==> config.mk <==
export PLATFORM = sky130hd
export DESIGN_NAME = fcd_mac
export DESIGN_NICKNAME = d
export VERILOG_FILES = /design/src/rtl/fcd_pkg.sv /design/src/rtl/fcd_mac.sv
export SDC_FILE = /design/constraint.sdc
export NUM_CORES = 2
export LEC_CHECK = 0
export ABC_CLOCK_PERIOD_IN_PS = 8300
export BUFFER_PORTS_ARGS = -buffer_cell sky130_fd_sc_hd__buf_2
export CORE_ASPECT_RATIO = 1.4
export CORE_UTILIZATION = 65
export CTS_BUF_LIST = sky130_fd_sc_hd__clkbuf_4 sky130_fd_sc_hd__clkbuf_8
export CTS_CLUSTER_SIZE = 20
export DETAILED_ROUTE_END_ITERATION = 12
export GPL_ROUTABILITY_DRIVEN = 0
export PLACE_DENSITY = 0.88
export SYNTH_ARGS = -nofsm -noshare
export SYNTH_HDL_FRONTEND = slang
export SYNTH_SLANG_ARGS = --single-unit
==> constraint.sdc <==
create_clock -name i_clk -period 8.3 [get_ports i_clk]
set_clock_uncertainty 0.05 [all_clocks]
set_input_delay 0.83 -clock i_clk [delete_from_list [all_inputs] [get_ports i_clk]]
set_output_delay 0.83 -clock i_clk [all_outputs]
set_load 0.1 [all_outputs]
==> src/rtl/fcd_pkg.sv <==
// Shared types, widths and constants of the force/torque decoupling block.
// Holds the decoupling coefficient table and the handshake structs.
// No dependencies.
package fcd_pkg;

    localparam int CHANNELS     = 6;
    localparam int CH_W         = 3;
    localparam int CNT_W        = 16;
    localparam int CFG_W        = 48;
    localparam int CFG_IDX_W    = 3;
    localparam int OUT_W        = 24;
    localparam int STATUS_W     = 2;
    localparam int Q_W          = 37;
    localparam int V_W          = Q_W + 1;
    localparam int V_LO_W       = 19;
    localparam int NUM_W        = 54;
    localparam int DEN2_W       = 33;
    localparam int ACC_W        = 64;
    localparam int ROM_W        = 24;
    localparam int ROM_DEPTH    = CHANNELS * CHANNELS;
    localparam int ROM_ADDR_W   = 6;
    localparam int DIV_CNT_W    = 6;
    localparam int SCALE_SHIFT  = 25;
    localparam int ROUND_SHIFT  = 23;

    localparam logic [12:0] SCALE_MUL = 13'd5000;

    localparam logic [CFG_IDX_W-1:0] REG_OFFS_LO = 3'd0;
    localparam logic [CFG_IDX_W-1:0] REG_OFFS_HI = 3'd1;
    localparam logic [CFG_IDX_W-1:0] REG_GAIN_LO = 3'd2;
    localparam logic [CFG_IDX_W-1:0] REG_GAIN_HI = 3'd3;

    localparam logic [STATUS_W-1:0] STATUS_OK        = 2'd0;
    localparam logic [STATUS_W-1:0] STATUS_SAT       = 2'd1;
    localparam logic [STATUS_W-1:0] STATUS_ZERO_GAIN = 2'd2;

    localparam logic [40:0] OUT_MAX_MAG = 41'd8388607;
    localparam logic [40:0] OUT_MIN_MAG = 41'd8388608;

    // Decoupling matrix, Q8.15, row = output, column = channel
    localparam logic signed [ROM_W-1:0] DEC_ROM [ROM_DEPTH] = '{
        -24'sd37317,   -24'sd14821,   -24'sd7011,   24'sd1475918, -24'sd47444, -24'sd1463350,
         24'sd35321,   -24'sd1677389,  24'sd18032,  24'sd843681,   24'sd43459,  24'sd853575,
         24'sd4617999,  24'sd59584,    24'sd4618711, 24'sd85988,   24'sd4663675, -24'sd34926,
        -24'sd2604,    -24'sd2253,    -24'sd58354,  -24'sd107,     24'sd58559,  24'sd1103,
         24'sd66578,    24'sd143,     -24'sd34741,  -24'sd2237,   -24'sd35786,  24'sd1604,
        -24'sd605,      24'sd22226,    24'sd130,     24'sd24036,   24'sd1225,   24'sd24589
    };

    typedef struct packed {
        logic            start;
        logic            fin;
        logic [CH_W-1:0] chan;
    } t_mac_cmd;

    typedef struct packed {
        logic                   busy;
        logic                   res_valid;
        logic [CH_W-1:0]        res_idx;
        logic signed [OUT_W-1:0] res_val;
        logic                   res_sat;
    } t_mac_stat;

    // Pick one 16-bit field out of a pair of packed registers
    function automatic logic [CNT_W-1:0] field16(input logic [CFG_W-1:0] lo3,
                                                 input logic [CFG_W-1:0] hi3,
                                                 input logic [CH_W-1:0]  ch);
        logic [CFG_W-1:0] w;
        begin
            w = (ch < 3'd3) ? lo3 : hi3;
            case (ch)
                3'd0, 3'd3: field16 = w[15:0];
                3'd1, 3'd4: field16 = w[31:16];
                3'd2, 3'd5: field16 = w[47:32];
                default:    field16 = w[15:0];
            endcase
        end
    endfunction

endpackage

==> src/rtl/fcd_mac.sv <==
// Decoupling matrix engine: coefficient ROM, accumulator memory, final rounding.
// Sweeps six rows per channel value; depends on fcd_pkg.
module fcd_mac import fcd_pkg::*; (
    input  logic                  i_clk,
    input  logic                  i_rst_n,
    input  t_mac_cmd              i_cmd,
    input  logic signed [V_W-1:0] i_v,
    output t_mac_stat             o_stat
);

    logic signed [ACC_W-1:0]      r_acc_mem [CHANNELS];

    logic signed [V_W-1:0]        r_v;
    logic                         r_busy;
    logic [CH_W-1:0]              r_cnt;
    logic [CH_W-1:0]              r_chan;
    logic                         r_fin;

    logic signed [ROM_W-1:0]      r_rom_q;
    logic signed [ACC_W-1:0]      r_acc_q;
    logic                         r_s1_vld;
    logic [CH_W-1:0]              r_s1_j;
    logic                         r_s1_first;
    logic                         r_s1_fin;

    logic signed [43:0]           r_p_lo;
    logic signed [42:0]           r_p_hi;
    logic signed [ACC_W-1:0]      r_acc2;
    logic                         r_s2_vld;
    logic [CH_W-1:0]              r_s2_j;
    logic                         r_s2_first;
    logic                         r_s2_fin;

    logic [ROM_ADDR_W-1:0]        rom_addr;
    logic signed [ACC_W-1:0]      base;
    logic signed [ACC_W-1:0]      sum;
    logic                         rnd_neg;
    logic [ACC_W-1:0]             rnd_mag;
    logic [ACC_W-1:0]             rnd_add;
    logic [40:0]                  rnd_r;
    logic                         rnd_sat;
    logic [OUT_W-1:0]             rnd_val;

    assign rom_addr = ROM_ADDR_W'({r_cnt, 2'b0}) + ROM_ADDR_W'({r_cnt, 1'b0})
                    + ROM_ADDR_W'(r_chan);

    always_ff @(posedge i_clk) begin
        if (!i_rst_n) begin
            r_busy   <= 1'b0;
            r_cnt    <= '0;
            r_s1_vld <= 1'b0;
            r_s2_vld <= 1'b0;
        end else begin
            if (i_cmd.start || i_cmd.fin) begin
                r_busy <= 1'b1;
                r_cnt  <= '0;
                r_chan <= i_cmd.chan;
                r_fin  <= i_cmd.fin;
                if (i_cmd.start) begin
                    r_v <= i_v;
                end
            end else if (r_busy) begin
                r_cnt <= r_cnt + 1'b1;
                if (r_cnt == CH_W'(CHANNELS - 1)) begin
                    r_busy <= 1'b0;
                end
            end
            r_s1_vld <= r_busy;
            r_s2_vld <= r_s1_vld;
        end
    end

    // Read stage: coefficient and accumulator, both registered
    always_ff @(posedge i_clk) begin
        r_rom_q    <= DEC_ROM[rom_addr];
        r_acc_q    <= r_acc_mem[r_cnt];
        r_s1_j     <= r_cnt;
        r_s1_first <= (r_chan == '0);
        r_s1_fin   <= r_fin;
    end

    // Multiply stage: split the channel value into two narrow products
    always_ff @(posedge i_clk) begin
        r_p_lo     <= $signed({1'b0, r_v[V_LO_W-1:0]}) * r_rom_q;
        r_p_hi     <= $signed(r_v[V_W-1:V_LO_W]) * r_rom_q;
        r_acc2     <= r_acc_q;
        r_s2_j     <= r_s1_j;
        r_s2_first <= r_s1_first;
        r_s2_fin   <= r_s1_fin;
    end

    always_comb begin
        base    = r_s2_first ? '0 : r_acc2;
        sum     = base + (ACC_W'(r_p_hi) <<< V_LO_W) + ACC_W'(r_p_lo);
        rnd_neg = r_acc2[ACC_W-1];
        rnd_mag = rnd_neg ? ACC_W'(-r_acc2) : ACC_W'(r_acc2);
        rnd_add = rnd_mag + (ACC_W'(1) << (ROUND_SHIFT - 1));
        rnd_r   = rnd_add[ACC_W-1:ROUND_SHIFT];
        rnd_sat = 1'b0;
        if (rnd_neg) begin
            if (rnd_r > OUT_MIN_MAG) begin
                rnd_r   = OUT_MIN_MAG;
                rnd_sat = 1'b1;
            end
            rnd_val = OUT_W'(-rnd_r);
        end else begin
            if (rnd_r > OUT_MAX_MAG) begin
                rnd_r   = OUT_MAX_MAG;
                rnd_sat = 1'b1;
            end
            rnd_val = rnd_r[OUT_W-1:0];
        end
    end

    // Write-back stage
    always_ff @(posedge i_clk) begin
        if (r_s2_vld && !r_s2_fin) begin
            r_acc_mem[r_s2_j] <= sum;
        end
    end

    assign o_stat.busy      = r_busy | r_s1_vld | r_s2_vld;
    assign o_stat.res_valid = r_s2_vld & r_s2_fin;
    assign o_stat.res_idx   = r_s2_j;
    assign o_stat.res_val   = $signed(rnd_val);
    assign o_stat.res_sat   = rnd_sat;

endmodule

==> metrics.txt <==
total wire length=158 mm; violated checks=capacitance limit; critical path endpoint category=flop; Hold Path Class=input pin to flop; YS warnings=0; final hold violation count=0; share of layout cells above drive strength 1=0.0879; Die Width=266 um; H-tree Lvls=3; drt first pass iters=8; critical-path maximum fanout=11; IO Pins=75; worst reg-to-reg setup slack=around 0.30 ns; Post-synth top flop=edfxtp_1; Worst Setup Start Kind=flop; Rel. slew slack=0.00110; status=complete, but fails checks; # port buffers=74; Critical Path RT=8.92 ns; most frequent cells in the layout=974 x inv_1, 968 x fa_1, 550 x nand2_1; most common cell after layout, fill and taps aside=inv_1; share of flip-flops with an asynchronous set or reset=0; Remaining Overflow, GRT=0; Final period util=0.964; Die H=372 um; largest net degree at the start of global routing=about 100; Reg2Reg Depth=32; worst path arrival time=8.61 ns; crit path kind=flop to flop; Hold Buf Count CTS=0; Reg2Reg Launch Point=r_rom_q[2]; Reg2Reg Capture Point=r_p_lo[40]; wire per inst=21.4 um; initial antenna violation count=9; CTS clk-pin slew, worst paths=0.11 ns; Initial DRC Count=3744; # DRC=0; Syn Nets=7322; Syn Inst Count=5966; Max Cap Viol=1; vias in the first global route=48396; CTS tree=yes; register area share after synthesis=0.282; hold depth=1; worst skew pair latency=0.78 ns; Post-DP HPWL=117 mm; die area=98800 sq um; Clock Sinks=680; CP peak stage delay=0.57 ns; vias=between 40000 and 50000; Layout Utilization=0.702; area grow syn2layout=7.01%; Period minus WS final=8.00 ns; Final setup viols=0; setup_tns=0 ns; post-detailed-route count of antenna-violating nets=0; core area=between 90000 and 100000 sq um; hold endpoint=r_v[36]; Slowest-stage cell, CP=dfxtp_1; #FFs+latches synth=680; Slew @ Worst Pin=1.49 ns; global-route wire length before repair=approximately 250 mm; Post-synth EDFFs=426; syn_area_per_cell=10.6 sq um; Initial Utilization=0.656; hold path startpoint=i_v[36]; DR vias/cell=about 6; number of fill cells=6306; GRT Total Usage=0.331; fmax=125 MHz; Unique masters post-synth=approximately 100; Final Max Tran Viols=0; cell chosen for the clock root=clkbuf_8; row cnt=around 140; TritonCTS Buffers=98; clk buf depth=3; Mapped Area=63400 sq um; fin nets=7346
==> flip-flops by register name, indices dropped and copies added, names as in the netlist, 23 cells and up <==
| register | cells |
|---|---|
| r_p_hi | 43 |
| r_acc_mem | 384 |
| r_v | 38 |
| r_p_lo | 44 |
| r_acc_q | 64 |
| r_acc2 | 64 |
| r_rom_q | 23 |
==> metal layers <==
layer / track usage / up-vias / routed length (um)
met4: 0.199 / 6 / 10700
met3: 0.0668 / 761 / 14300
met1: 0.388 / 22187 / 55300
met2: 0.562 / 2502 / 77700
met5: 0 / - / 35
li1: - / 19233 / -
==> worst max-delay path: cells and delay by family, from the launching register on <==
kind | cells | cell delay, ns
AOI/OAI and AO/OA | 9 | 2.11
xor gates and xnor gates | 1 | 0.16
adders and majority gates | 8 | 2.99
buffers and inverters | 9 | 1.26
DFF | 1 | 0.57
and+or+nand+nor | 5 | 0.71
==> cell families (layout without fill, tap and decap cells) <==
group	after synthesis	after routing	share of synthesized area
and+or+nand+nor	1654	1654	0.133
adders and majority gates	1311	1311	0.373
buffers and inverters	1260	1370	0.0753
AOI/OAI and AO/OA	709	709	0.0719
DFF	680	680	0.282
xor gates and xnor gates	209	209	0.0289
muxes	143	143	0.0353
other	0	8	0
==> how the worst max path moves through the flow <==
stage | start | to | slack [ns] | cells past startpoint
3_3_place_gp | r_v[20] | r_p_hi[41] | 0.28 | 27
6_report | r_rom_q[2] | r_p_lo[40] | 0.30 | 32
3_5_place_dp | r_rom_q[7] | r_p_lo[43] | 0.26 | 29
4_1_cts | r_rom_q[7] | r_p_lo[41] | 0.15 | 29
2_1_floorplan | r_acc2[63] | o_stat[5] | -0.35 | 26
5_1_grt | r_rom_q[15] | r_p_lo[41] | -0.02 | 28
==> synthesized netlist by cell type, drive strengths merged (8+ instances only) <==
master   number  area share
buf          45      0.0034
and2        473       0.047
edfxtp      426        0.20
o21ai       144       0.011
nand4        26      0.0028
clkbuf      241       0.014
a221oi        9      0.0012
a22oi         8     0.00095
o31ai        17      0.0025
o21bai       21      0.0025
ha          343       0.068
o2111ai       9      0.0013
a21oi       248       0.020
nor3         69      0.0060
a21boi       11      0.0013
xor2         51      0.0070
or2          10     0.00099
and3         22      0.0022
inv         974       0.058
a31oi        18      0.0018
xnor2       158       0.022
nand2       551       0.033
mux4         64       0.023
a211oi       21      0.0026
nor3b        10      0.0012
dfxtp       254       0.080
a21o         65      0.0077
nand3        52      0.0042
nor2b        99      0.0098
o41ai         9      0.0014
o211ai       22      0.0026
and4          8      0.0011
or4           9      0.0011
o31a          8      0.0011
nand2b       31      0.0032
mux2i        76       0.012
o21a         24      0.0028
or3          17      0.0017
nor4         20      0.0029
fa          968        0.31
a211o         9      0.0012
nor2        240       0.014
==> stage by stage <==
stage / hold WS, ns / instance area [sq um] / setup slack (ns) / instances
5_1_grt: 0.152 / 67800 / -0.0218 / 7384
3_5_place_dp: 0.262 / 65200 / 0.261 / 7162
4_1_cts: 0.130 / 67600 / 0.151 / 7351
6_report: 0.179 / 67800 / 0.303 / 7385
3_3_place_gp: 0.260 / 65200 / 0.282 / 7162
2_1_floorplan: 0.260 / 63400 / -0.350 / 5966
==> cell type report <==
class	count	area, sq um	share of cell area
clock inverters	46	527	0.00777
inverters	974	3660	0.0539
well taps	1301	1630	0.0240
multi-input cells	4026	40800	0.602
diodes	8	20.0	0.000295
flip-flops and latches	680	17900	0.264
repair buffers	210	1530	0.0225
clock buffers	140	1750	0.0258
==> repair_timing <==
item                                    4_1_cts  5_1_grt
pin swaps                                     2        0
endpoints found under the setup margin       10       21
buffers inserted                              3       26
resized for setup                             2       15
Power is left out: the tool's default activity adds up to more than one toggle a clock period on the data nets, which glitch-free logic cannot reach.
