--- src/rtl/fcd_pkg.sv ---
// Shared types, widths and constants of the force/torque decoupling block.
// Holds the decoupling coefficient table and the handshake structs.
// No dependencies.
package fcd_pkg;

    localparam int CHANNELS     = 6;
    localparam int CH_W         = 3;
    localparam int CNT_W        = 16;
    localparam int CFG_W        = 48;
    localparam int CFG_IDX_W    = 3;
    localparam int OUT_W        = 24;
    localparam int STATUS_W     = 2;
    localparam int Q_W          = 37;
    localparam int V_W          = Q_W + 1;
    localparam int V_LO_W       = 19;
    localparam int NUM_W        = 54;
    localparam int DEN2_W       = 33;
    localparam int ACC_W        = 64;
    localparam int ROM_W        = 24;
    localparam int ROM_DEPTH    = CHANNELS * CHANNELS;
    localparam int ROM_ADDR_W   = 6;
    localparam int DIV_CNT_W    = 6;
    localparam int SCALE_SHIFT  = 25;
    localparam int ROUND_SHIFT  = 23;

    localparam logic [12:0] SCALE_MUL = 13'd5000;

    localparam logic [CFG_IDX_W-1:0] REG_OFFS_LO = 3'd0;
    localparam logic [CFG_IDX_W-1:0] REG_OFFS_HI = 3'd1;
    localparam logic [CFG_IDX_W-1:0] REG_GAIN_LO = 3'd2;
    localparam logic [CFG_IDX_W-1:0] REG_GAIN_HI = 3'd3;

    localparam logic [STATUS_W-1:0] STATUS_OK        = 2'd0;
    localparam logic [STATUS_W-1:0] STATUS_SAT       = 2'd1;
    localparam logic [STATUS_W-1:0] STATUS_ZERO_GAIN = 2'd2;

    localparam logic [40:0] OUT_MAX_MAG = 41'd8388607;
    localparam logic [40:0] OUT_MIN_MAG = 41'd8388608;

    // Decoupling matrix, Q8.15, row = output, column = channel
    localparam logic signed [ROM_W-1:0] DEC_ROM [ROM_DEPTH] = '{
        -24'sd37317,   -24'sd14821,   -24'sd7011,   24'sd1475918, -24'sd47444, -24'sd1463350,
         24'sd35321,   -24'sd1677389,  24'sd18032,  24'sd843681,   24'sd43459,  24'sd853575,
         24'sd4617999,  24'sd59584,    24'sd4618711, 24'sd85988,   24'sd4663675, -24'sd34926,
        -24'sd2604,    -24'sd2253,    -24'sd58354,  -24'sd107,     24'sd58559,  24'sd1103,
         24'sd66578,    24'sd143,     -24'sd34741,  -24'sd2237,   -24'sd35786,  24'sd1604,
        -24'sd605,      24'sd22226,    24'sd130,     24'sd24036,   24'sd1225,   24'sd24589
    };

    typedef struct packed {
        logic            start;
        logic            fin;
        logic [CH_W-1:0] chan;
    } t_mac_cmd;

    typedef struct packed {
        logic                   busy;
        logic                   res_valid;
        logic [CH_W-1:0]        res_idx;
        logic signed [OUT_W-1:0] res_val;
        logic                   res_sat;
    } t_mac_stat;

    // Pick one 16-bit field out of a pair of packed registers
    function automatic logic [CNT_W-1:0] field16(input logic [CFG_W-1:0] lo3,
                                                 input logic [CFG_W-1:0] hi3,
                                                 input logic [CH_W-1:0]  ch);
        logic [CFG_W-1:0] w;
        begin
            w = (ch < 3'd3) ? lo3 : hi3;
            case (ch)
                3'd0, 3'd3: field16 = w[15:0];
                3'd1, 3'd4: field16 = w[31:16];
                3'd2, 3'd5: field16 = w[47:32];
                default:    field16 = w[15:0];
            endcase
        end
    endfunction

endpackage

--- src/rtl/fcd_div.sv ---
// Channel scaling: offset removal and rounded division by the gain term.
// Restoring divider, one quotient bit per cycle. Depends on fcd_pkg.
module fcd_div import fcd_pkg::*; (
    input  logic                  i_clk,
    input  logic                  i_rst_n,
    input  logic                  i_start,
    input  logic [CNT_W-1:0]      i_count,
    input  logic [CNT_W-1:0]      i_offset,
    input  logic [CNT_W-1:0]      i_gain,
    output logic                  o_done,
    output logic signed [V_W-1:0] o_v
);

    logic [CNT_W:0]        d;
    logic                  neg;
    logic [CNT_W-1:0]      mag;
    logic [28:0]           prod;
    logic [31:0]           den;
    logic [NUM_W-1:0]      num;
    logic [DEN2_W:0]       trial;
    logic                  ge;
    logic [DEN2_W:0]       diff;

    logic [DEN2_W-1:0]     r_rem;
    logic [Q_W-1:0]        r_quo;
    logic [DEN2_W-1:0]     r_den2;
    logic                  r_neg;
    logic [DIV_CNT_W-1:0]  r_cnt;
    logic                  r_busy;
    logic                  r_done;

    always_comb begin
        d     = {1'b0, i_count} - {1'b0, i_offset};
        neg   = d[CNT_W];
        mag   = neg ? CNT_W'(-d) : d[CNT_W-1:0];
        prod  = 29'(mag) * 29'(SCALE_MUL);
        den   = {i_gain, 16'b0} - {16'b0, i_gain};
        num   = {prod, SCALE_SHIFT'(0)} + NUM_W'(den);
        trial = {r_rem, r_quo[Q_W-1]};
        ge    = trial >= {1'b0, r_den2};
        diff  = trial - {1'b0, r_den2};
    end

    always_ff @(posedge i_clk) begin
        if (!i_rst_n) begin
            r_busy <= 1'b0;
            r_done <= 1'b0;
            r_cnt  <= '0;
        end else begin
            r_done <= 1'b0;
            if (i_start) begin
                // preload the top numerator bits; they are below the divisor
                r_rem  <= DEN2_W'(num[NUM_W-1:Q_W]);
                r_quo  <= num[Q_W-1:0];
                r_den2 <= {den, 1'b0};
                r_neg  <= neg;
                r_cnt  <= DIV_CNT_W'(Q_W);
                r_busy <= 1'b1;
            end else if (r_busy) begin
                r_rem <= ge ? diff[DEN2_W-1:0] : trial[DEN2_W-1:0];
                r_quo <= {r_quo[Q_W-2:0], ge};
                r_cnt <= r_cnt - 1'b1;
                if (r_cnt == DIV_CNT_W'(1)) begin
                    r_busy <= 1'b0;
                    r_done <= 1'b1;
                end
            end
        end
    end

    assign o_done = r_done;
    assign o_v    = r_neg ? -$signed({1'b0, r_quo}) : $signed({1'b0, r_quo});

endmodule

--- config.mk ---
export PLATFORM = sky130hd
export DESIGN_NAME = fcd_div
export DESIGN_NICKNAME = d
export VERILOG_FILES = /design/src/rtl/fcd_pkg.sv /design/src/rtl/fcd_div.sv
export SDC_FILE = /design/constraint.sdc
export NUM_CORES = 1
export LEC_CHECK = 0
export BUFFER_PORTS_ARGS = -buffer_cell sky130_fd_sc_hd__buf_2
export CORE_MARGIN = 2
export CORE_UTILIZATION = 30
export CTS_BUF_LIST = sky130_fd_sc_hd__clkbuf_8
export DETAILED_ROUTE_END_ITERATION = 8
export GPL_TIMING_DRIVEN = 0
export HOLD_SLACK_MARGIN = 0.05
export PLACE_DENSITY = 0.56
export SYNTH_ARGS = -nofsm -noshare
export SYNTH_HDL_FRONTEND = slang
export SYNTH_SLANG_ARGS = --single-unit
--- constraint.sdc ---
create_clock -name i_clk -period 18.6 [get_ports i_clk]
set_input_delay 0 -clock i_clk [delete_from_list [all_inputs] [get_ports i_clk]]
set_output_delay 0 -clock i_clk [all_outputs]
set_load 0.03 [all_outputs]
==> results of run 1 <==
cells by family after synthesis:
kind of cell	after synthesis	synth area share, %
AND/OR/NAND/NOR	304	12.7
AO/OA/AOI/OAI	282	15.5
buffers and inverters	201	6.52
adder cells (fa/ha/maj)	165	19.9
XOR/XNOR	154	11.5
flip-flops	111	27.8
multiplexers	68	6.13
final timing paths:
path	from	slack [ps]	endpoint
setup reg to reg	r_rem[12]	14470	r_rem[29]
hold / removal	i_gain[13]	70	r_den2[14]
setup / recovery	i_count[0]	10240	r_rem[15]
hold reg to reg	r_cnt[1]	490	r_cnt[1]
registers in the layout (all words and copies together), names as in the netlist:
signal,count
r_quo,37
r_neg,1
r_den2,32
o_done,1
r_rem,33
r_cnt,6
r_busy,1
cell usage in the layout (no fill, tap or decap), types with 13 or more instances in the layout:
| cell | instances |
|---|---|
| fa_1 | 35 |
| o21ai_0 | 60 |
| mux2_2 | 30 |
| nor3_1 | 25 |
| a31oi_1 | 15 |
| clkbuf_1 | 31 |
| a21oi_1 | 72 |
| edfxtp_1 | 103 |
| inv_1 | 165 |
| a21o_1 | 36 |
| nor2_1 | 97 |
| mux2i_1 | 38 |
| nand2_1 | 73 |
| o31ai_1 | 14 |
| nand3_1 | 14 |
| xor2_1 | 40 |
| or3_1 | 18 |
| o21a_1 | 13 |
| xnor2_1 | 114 |
| buf_2 | 89 |
| ha_1 | 130 |
worst register-to-register path, cell delays in order (launching register included):
cell and delay [ps]:
edfxtp_1 410, ha_1 370, nand2_1 80, nor2_1 260, nand2_1 90, nor4_1 430
a21oi_1 230, o21ai_0 430, o22ai_1 280, o211ai_1 300, buf_2 360, buf_4 300
mux2i_1 270, nor2_1 60
Yosys cell counts, types with 18 or more instances:
library cell  number  area share, %
inv_1            166            5.3
ha_1             130             14
xnor2_1          114            8.5
edfxtp_1         103             26
nor2_1            97            3.1
nand2_1           73            2.3
a21oi_1           72            3.1
o21ai_0           60            2.6
xor2_1            40            3.0
mux2i_1           38            3.2
a21o_1            36            2.3
fa_1              35            6.0
clkbuf_1          31           0.99
mux2_2            30            2.9
nor3_1            25            1.1
or3_1             18           0.96
final cells by class:
cell class,count,area (sq um)
Tap cell,518,648
Timing Repair Buffer,98,566
Fill cell,3999,25500
Inverter,166,623
Buffer,35,141
Sequential cell,111,3250
Multi-Input combinational cell,973,7710
Clock buffer,9,124
Clock inverter,6,50.0
metrics by stage:
stage / hold slack, ps / instances
after CTS: 58.9 / 1915
after floorplan: 98.9 / 1285
after global routing: 50.2 / 1916
final: 74.6 / 1916
after global placement: 304 / 1890
after detailed placement: 313 / 1891
layer usage:
layer	track usage, %	part of all wire [%]	vias to the layer above
li1	-	-	4741
met1	19.3	47	4386
met2	24.4	48	156
met3	1.38	3.8	17
met4	2.60	1.0	0
met5	0	0	-
==> metrics, run 1 <==
HPWL after DPL 23400 microns; Hold Path Depth 2; critical path class primary input to flip-flop; initial antenna violation count 2; Worst-Skew Late Latency slightly below 400 ps; critical path fanouts, max 10; WL final roughly 28000 microns; Clock Path Buffers 2; first-pass GRT wire length 46600 microns; diodes inserted 0; cells after synthesis 1285; per-cell routed wire length 14.8 microns; Post-CTS Resized 0; Setup WS pre-CTS 9710 ps; yosys warns 0; GP Congestion 0.873; remaining global-route overflow 0; Synth cell types between 60 and 70; critical path required time roughly 19000 ps; clock tree root buffer cell clkbuf_8; post-synth net total between 1500 and 2000; fraction of layout instances using a drive strength above 1 11.0%; Arrival @ worst endpoint 8480 ps; RSZ-0062 raised after global routing no; Die ar. 40700 sq um; Yosys reg bits 111; Die Y 202 microns; Crit path buffers/inverters 10; Worst Max-Slew Pin Slew 1180 ps; final hold violations 0; Worst setup SP type primary input; FP Rows between 70 and 80; Setup Viol. Count Final 0; I/O pin count 90; Starting Density 30.3%; Crit. End Element flip-flop; crit-path max cell delay 530 ps; Post-synth ARST share 0%; H-tree depth 3; Syn Area/Cell 9.12 sq um; Critical Path Most Common Cell inv_1; Die Width 202 microns; fin crit share roughly 45%; drt via density 4.85; Final Max Slew Viols 0; Reg2Reg Depth 13; TritonCTS clock tree built; Finished Cell Area between 10000 and 15000 sq um; Main synth FF type edfxtp_1; EDFF count, synth 103; Layout area overhead 11.9%; Iter 0 DRT Violations just over 600; Rel. slew slack between 20% and 30%; total CTS buffers 9; worst setup margin 10240 ps; total clock sinks 111; post-synthesis sequential area ratio 27.8%; Max-cap violations 0; setup TNS 0 ps; Fin Clk Skew 17.2 ps; Core ar. 38600 sq um; Worst-path clk slew 110 ps; delay-heaviest family, CP adder cells; cts hold-fix bufs 9; vias in the first global route roughly 9100; fin util approximately a third; Crit. path cell count 36; via count 9300; DRC viols 0; DRT Pass-1 Iters 5; status complete, no violations; Crit-path slowest cell xnor2_1; synthesized area 11700 sq um; pin count of the biggest net entering global routing 38; Peak Freq around 120 MHz; Post-CTS Setup Bufs 0; worst min-delay path class primary input to flip-flop; final antenna-violating net count 0; Final #Nets 1610; Tmin final ~8400 ps; Cell Area, Placed 12800 sq um; Port-buffer cells between 80 and 90; GRT Util Overall 14.1%
Power of run 1 is not shown: default switching activity piles up to over one toggle a cycle in this logic, so the estimate is an artifact.
==> inputs of run 2 (changes only) <==
==> constraint.sdc (replaced) <==
create_clock -name i_clk -period 8.7 [get_ports i_clk]
set_input_delay 0 -clock i_clk [delete_from_list [all_inputs] [get_ports i_clk]]
set_output_delay 0 -clock i_clk [all_outputs]
set_load 0.03 [all_outputs]
==> run 2 against run 1 <==
  * Worst hold slack improved by 4.4 ps
  * First-iteration DRC count down 4.4%
  * Worst setup slack worse by 9500 ps
  * Cell area rose by 0.37%
  * Non-clock buffer count unchanged
  * Highest routed layer unchanged
  * Critical path type unchanged
  * Critical endpoint unchanged
  * Sequential cell count is the same
  * Largest cell class unchanged
  * Utilization increased by 0.13 points
==> metrics, run 2 (synthesized netlist as in run 1, its figures left out) <==
status complete, no violations (unchanged); filler-free cell count of the finished design 1916 (unchanged); Worst Setup EP r_rem[15] (unchanged); final antenna-violating net count 0 (unchanged); I/O pin count 90 (unchanged); total clock sinks 111 (unchanged); RSZ-0062 raised after global routing no (unchanged); Reg2Reg Depth 13 (unchanged); Biggest register r_quo (unchanged); most common cell after layout, fill and taps aside inv_1 (unchanged); Worst-Skew Late Latency 390 ps (about the same); fin crit share 90.9%; r2r setup slk 4580 ps (was 14470 ps); clock tree root buffer cell clkbuf_8 (unchanged); Fin Clk Skew 19.1 ps (was 17.2 ps); Arrival @ worst endpoint 8030 ps (was 8480 ps); Port-buffer cells 87 (unchanged); vias in the first global route 9117 (unchanged); Final Max Slew Viols 0 (unchanged); remaining global-route overflow 0 (unchanged); r2r startpoint r_rem[12] (unchanged); Core ar. 38600 sq um (unchanged); GRT Util Overall 14.1% (unchanged); delay-heaviest family, CP adder cells (unchanged); crit-path max cell delay 510 ps (was 530 ps); first-pass GRT wire length 46600 microns (unchanged); Die ar. 40700 sq um (unchanged); Post-CTS Setup Bufs 0 (unchanged); Max-cap violations 0 (unchanged); hold path startpoint i_gain[13] (unchanged); final hold violations 0 (unchanged); Tmin final around 8000 ps; critical path required time 8820 ps (was 18730 ps); Die Y 202 microns (unchanged); Starting Density 30.3% (unchanged); crit path from i_count[0] (unchanged); drt via density 4.89 (was 4.85); Crit. path cell count 34 (was 36); HPWL after DPL 23400 microns (unchanged); worst min-delay path class primary input to flip-flop (unchanged); per-cell routed wire length 14.8 microns (about the same); diodes inserted 0 (unchanged); Placed Cells 1891 (unchanged); setup TNS 0 ps (unchanged); pin count of the biggest net entering global routing 38 (unchanged); fraction of layout instances using a drive strength above 1 11.6% (was 11.0%); fill count 3991 (was 3999); FP Rows 72 (unchanged); Crit Reg-Reg Endpoint r_rem[24] (was r_rem[29]); DRC viols 0 (unchanged); DRT Pass-1 Iters 5 (unchanged); Crit. End Element flip-flop (unchanged); critical path fanouts, max 10 (unchanged); critical path class primary input to flip-flop (unchanged); Peak Freq between 100 and 150 MHz; Setup Viol. Count Final 0 (unchanged); total CTS buffers 9 (unchanged); Rel. slew slack 20.4% (was 20.7%); GP Congestion 0.873 (unchanged); TritonCTS clock tree built (unchanged); Layout area overhead 12.3% (was 11.9%); Critical Path Most Common Cell inv_1 (unchanged); Final #Nets 1610 (unchanged); Worst-path clk slew 110 ps (about the same); Clock Path Buffers 2 (unchanged); H-tree depth 3 (unchanged); Crit-path slowest cell fa_1 (was xnor2_1); WL final 28400 microns (about the same); Worst setup SP type primary input (unchanged); biggest regs r_quo x37, r_rem x33, r_den2 x32 (unchanged); initial antenna violation count 2 (unchanged); Worst Max-Slew Pin Slew 1180 ps (about the same); Die Width 202 microns (unchanged); Crit path buffers/inverters 8 (was 10); most frequent cells in the layout inv_1 (165), ha_1 (130), xnor2_1 (110) (was inv_1 (165), ha_1 (130), xnor2_1 (114)); via count 9369 (was 9300); Iter 0 DRT Violations 582 (was 609); max reg flops 37 (unchanged)
## run 2: cell counts in the layout (fill, tap and decap cells not counted)
Identical to the previous run, type by type.
## run 2: final cells by class
cell class	count	area, sq um	share of cell area, %
buffer	35	143	1.08
multi-input combinational	973	7760	58.9
inverter	166	623	4.73
clock inverter	6	50.0	0.380
timing repair buffer	98	566	4.30
sequential	111	3250	24.7
tap	518	648	4.92
clock buffer	9	124	0.941
## run 2: through the flow
stage / setup WS (ps) / area [sq um] / hold WS (ps) / utilization [%]
2_1_floorplan: 1260 / 11700 / 98.9 / -
3_3_place_gp: -73.7 / 12800 / 304 / 33.1
3_5_place_dp: -189 / 12800 / 313 / 33.2
4_1_cts: 220 / 13100 / 58.9 / 33.9
5_1_grt: 45.0 / 13200 / 50.2 / 34.1
6_report: 791 / 13200 / 79.0 / 34.1
## run 2: worst register-to-register path: stages (launching register included)
cell and delay (ps):
edfxtp_1 410, ha_1 370, nand2_1 80, nor2_1 260, nand2_1 90, nor4_1 430
a21oi_1 230, o21ai_0 430, o22ai_1 280, o211ai_1 310, buf_2 360, buf_4 300
o311ai_0 240, a21oi_1 200
## run 2: what timing repair did
item,4_1_cts,5_1_grt
resized for setup,0,10
hold buffers,9,0
hold endpoints to repair,18,0
endpoints found under the setup margin,0,8
## run 2: metal layers
layer / up-vias / GRT usage [%] / share of wire, %
li1: 4752 / - / -
met3: 16 / 1.38 / 3.0
met5: - / 0 / 0
met1: 4454 / 19.3 / 48
met4: 0 / 2.60 / 0.95
met2: 147 / 24.4 / 48
## run 2: worst min-delay path by stage
stage                             to  slack (ps)  cells after the start
after floorplan            r_den2[1]         100                      0
after global placement      r_cnt[2]         300                      2
after global routing      r_den2[14]          50                      2
after detailed placement    r_cnt[2]         310                      2
final                     r_den2[14]          80                      2
after CTS                 r_den2[14]          60                      2
Power of run 2 is left out for the same reason.
==> inputs of run 3 (changes only) <==
--- a/config.mk
+++ b/config.mk
@@ -7,12 +7,12 @@
 export LEC_CHECK = 0
 export BUFFER_PORTS_ARGS = -buffer_cell sky130_fd_sc_hd__buf_2
 export CORE_MARGIN = 2
-export CORE_UTILIZATION = 30
+export CORE_UTILIZATION = 50
 export CTS_BUF_LIST = sky130_fd_sc_hd__clkbuf_8
 export DETAILED_ROUTE_END_ITERATION = 8
 export GPL_TIMING_DRIVEN = 0
 export HOLD_SLACK_MARGIN = 0.05
-export PLACE_DENSITY = 0.56
+export PLACE_DENSITY = 0.78
 export SYNTH_ARGS = -nofsm -noshare
 export SYNTH_HDL_FRONTEND = slang
 export SYNTH_SLANG_ARGS = --single-unit
==> run 3 against run 2 <==
  * Critical path depth stayed put
  * Highest routed layer unchanged
  * Fmax increased by 0.83%
  * Critical path type unchanged
  * Count of clock-buffer cells in the layout is the same
  * Register-to-register slack lost 30 ps
  * First-iteration DRC count grew 24%
  * Worst hold slack lost 14 ps
  * Via count rose by 3.1%
  * Sequential cell count is the same
  * Routed wire length down 3.2%
==> metrics, run 3 (synthesized netlist as in run 1, its figures left out) <==
status complete, no violations (unchanged); Final Max Slew Viols 0 (unchanged); Critical Path Most Common Cell inv_1 (unchanged); Biggest register r_quo (unchanged); Clock Path Buffers 2 (unchanged); most frequent cells in the layout inv_1 (166), ha_1 (130), xnor2_1 (110) (was inv_1 (165), ha_1 (130), xnor2_1 (110)); worst min-delay path class primary input to flip-flop (unchanged); Crit. End Element flip-flop (unchanged); Rel. slew slack 15.0% (was 20.4%); Worst-path clk slew 110 ps (about the same); first-pass GRT wire length 44900 microns (was 46600 microns); Iter 0 DRT Violations 722 (was 582); Final #Nets 1612 (was 1610); biggest regs r_quo x37, r_rem x33, r_den2 x32 (unchanged); clock tree root buffer cell clkbuf_8 (unchanged); Placed Cells 1692 (was 1891); per-cell routed wire length 16.0 microns (was 14.8 microns); Die ar. 24700 sq um (was 40700 sq um); diodes inserted 0 (unchanged); fin crit share 90.2% (was 90.9%); filler-free cell count of the finished design 1720 (was 1916); Setup Viol. Count Final 0 (unchanged); HPWL after DPL 21900 microns (was 23400 microns); vias in the first global route 9286 (was 9117); remaining global-route overflow 0 (unchanged); TritonCTS clock tree built (unchanged); Starting Density 50.4% (was 30.3%); critical path class primary input to flip-flop (unchanged); Fin Clk Skew 10.8 ps (was 19.1 ps); Die Width 157 microns (was 202 microns); H-tree depth 3 (unchanged); drt via density 5.62 (was 4.89); DRT Pass-1 Iters 6 (was 5); Worst setup SP type primary input (unchanged); Worst-Skew Late Latency 390 ps (about the same); via count 9659 (was 9369); max reg flops 37 (unchanged); initial antenna violation count 0 (was 2); RSZ-0062 raised after global routing no (unchanged); final antenna-violating net count 0 (unchanged); WHS 65.0 ps (was 79.0 ps); most common cell after layout, fill and taps aside inv_1 (unchanged); Arrival @ worst endpoint 7970 ps (was 8030 ps); crit-path max cell delay 550 ps (was 510 ps); Crit-path slowest cell fa_1 (unchanged); Peak Freq 127 MHz (was 126 MHz); Core ar. 23300 sq um (was 38600 sq um); total clock sinks 111 (unchanged); final hold violations 0 (unchanged); setup TNS 0 ps (unchanged); Port-buffer cells 87 (unchanged); critical path required time 8830 ps (was 8820 ps); fraction of layout instances using a drive strength above 1 11.6% (about the same); I/O pin count 90 (unchanged); Layout area overhead 10.8% (was 12.3%); DRC viols 0 (unchanged); critical path fanouts, max 8 (was 10); WL final 27500 microns (was 28400 microns); pin count of the biggest net entering global routing 57 (was 38); total CTS buffers 9 (unchanged); GP Congestion 0.912 (was 0.873); GRT Util Overall 22.6% (was 14.1%); Die Y 157 microns (was 202 microns); Max-cap violations 0 (unchanged); Worst Max-Slew Pin Slew 1270 ps (was 1180 ps); FP Rows 56 (was 72); Tmin final 7840 ps (was 7910 ps)
run 3: changes by cell type in the layout (fill, tap and decap cells not counted), sizes merged:
cell / change
dlygate4sd3: +3
clkinvlp: -2
buf: -1
bufinv: +2
clkinv: +1
run 3: routing by layer:
layer	share of wire, %	track usage (%)	wire length, microns	up-vias
li1	-	-	-	4744
met4	2.1	6.62	581	0
met1	43	29.7	11900	4594
met2	49	39.2	13600	279
met3	5.3	2.86	1450	42
met5	0	0	0	-
run 3: path summary, 6_finish.rpt:
check | slack [ps] | cells past startpoint | from | end
worst max-delay path | 860 | 34 | i_count[0] | r_rem[15]
worst min-delay path | 70 | 2 | i_gain[3] | r_den2[4]
worst max register to register | 4550 | 12 | r_rem[17] | r_rem[24]
worst min register to register | 490 | 2 | r_cnt[1] | r_cnt[1]
run 3: worst max-delay path: cells and delay by family:
kind                     cells  cell delay [ps]
XOR/XNOR                     3              710
multiplexers                 1              100
AND/OR/NAND/NOR              7             1610
AO/OA/AOI/OAI                7             1760
buffers and inverters        8              770
adder cells (fa/ha/maj)      8             3000
run 3: timing repair:
action | 4_1_cts | 5_1_grt
endpoints found under the hold margin | 21 | 0
resized for setup | 0 | 10
setup endpoints to repair | 0 | 5
hold buffers | 12 | 0
setup buffers | 0 | 0
run 3: final cells by class:
cell class	count	area, sq um
Buffer	35	143
Clock buffer	9	124
Clock inverter	7	103
Fill cell	2067	10300
Inverter	166	623
Multi-Input combinational cell	973	7770
Sequential cell	111	3250
Tap cell	319	399
Timing Repair Buffer	100	583
run 3: metrics by stage:
| step | setup WS (ps) | cell area [sq um] | utilization (%) |
|---|---|---|---|
| after floorplan | 1260 | 11700 | - |
| after global placement | 135 | 12600 | 54.0 |
| after detailed placement | 2.12 | 12600 | 54.1 |
| after CTS | 395 | 12900 | 55.6 |
| after global routing | 80.0 | 13000 | 55.9 |
| final | 856 | 13000 | 55.9 |
Power of run 3 is left out for the same reason.
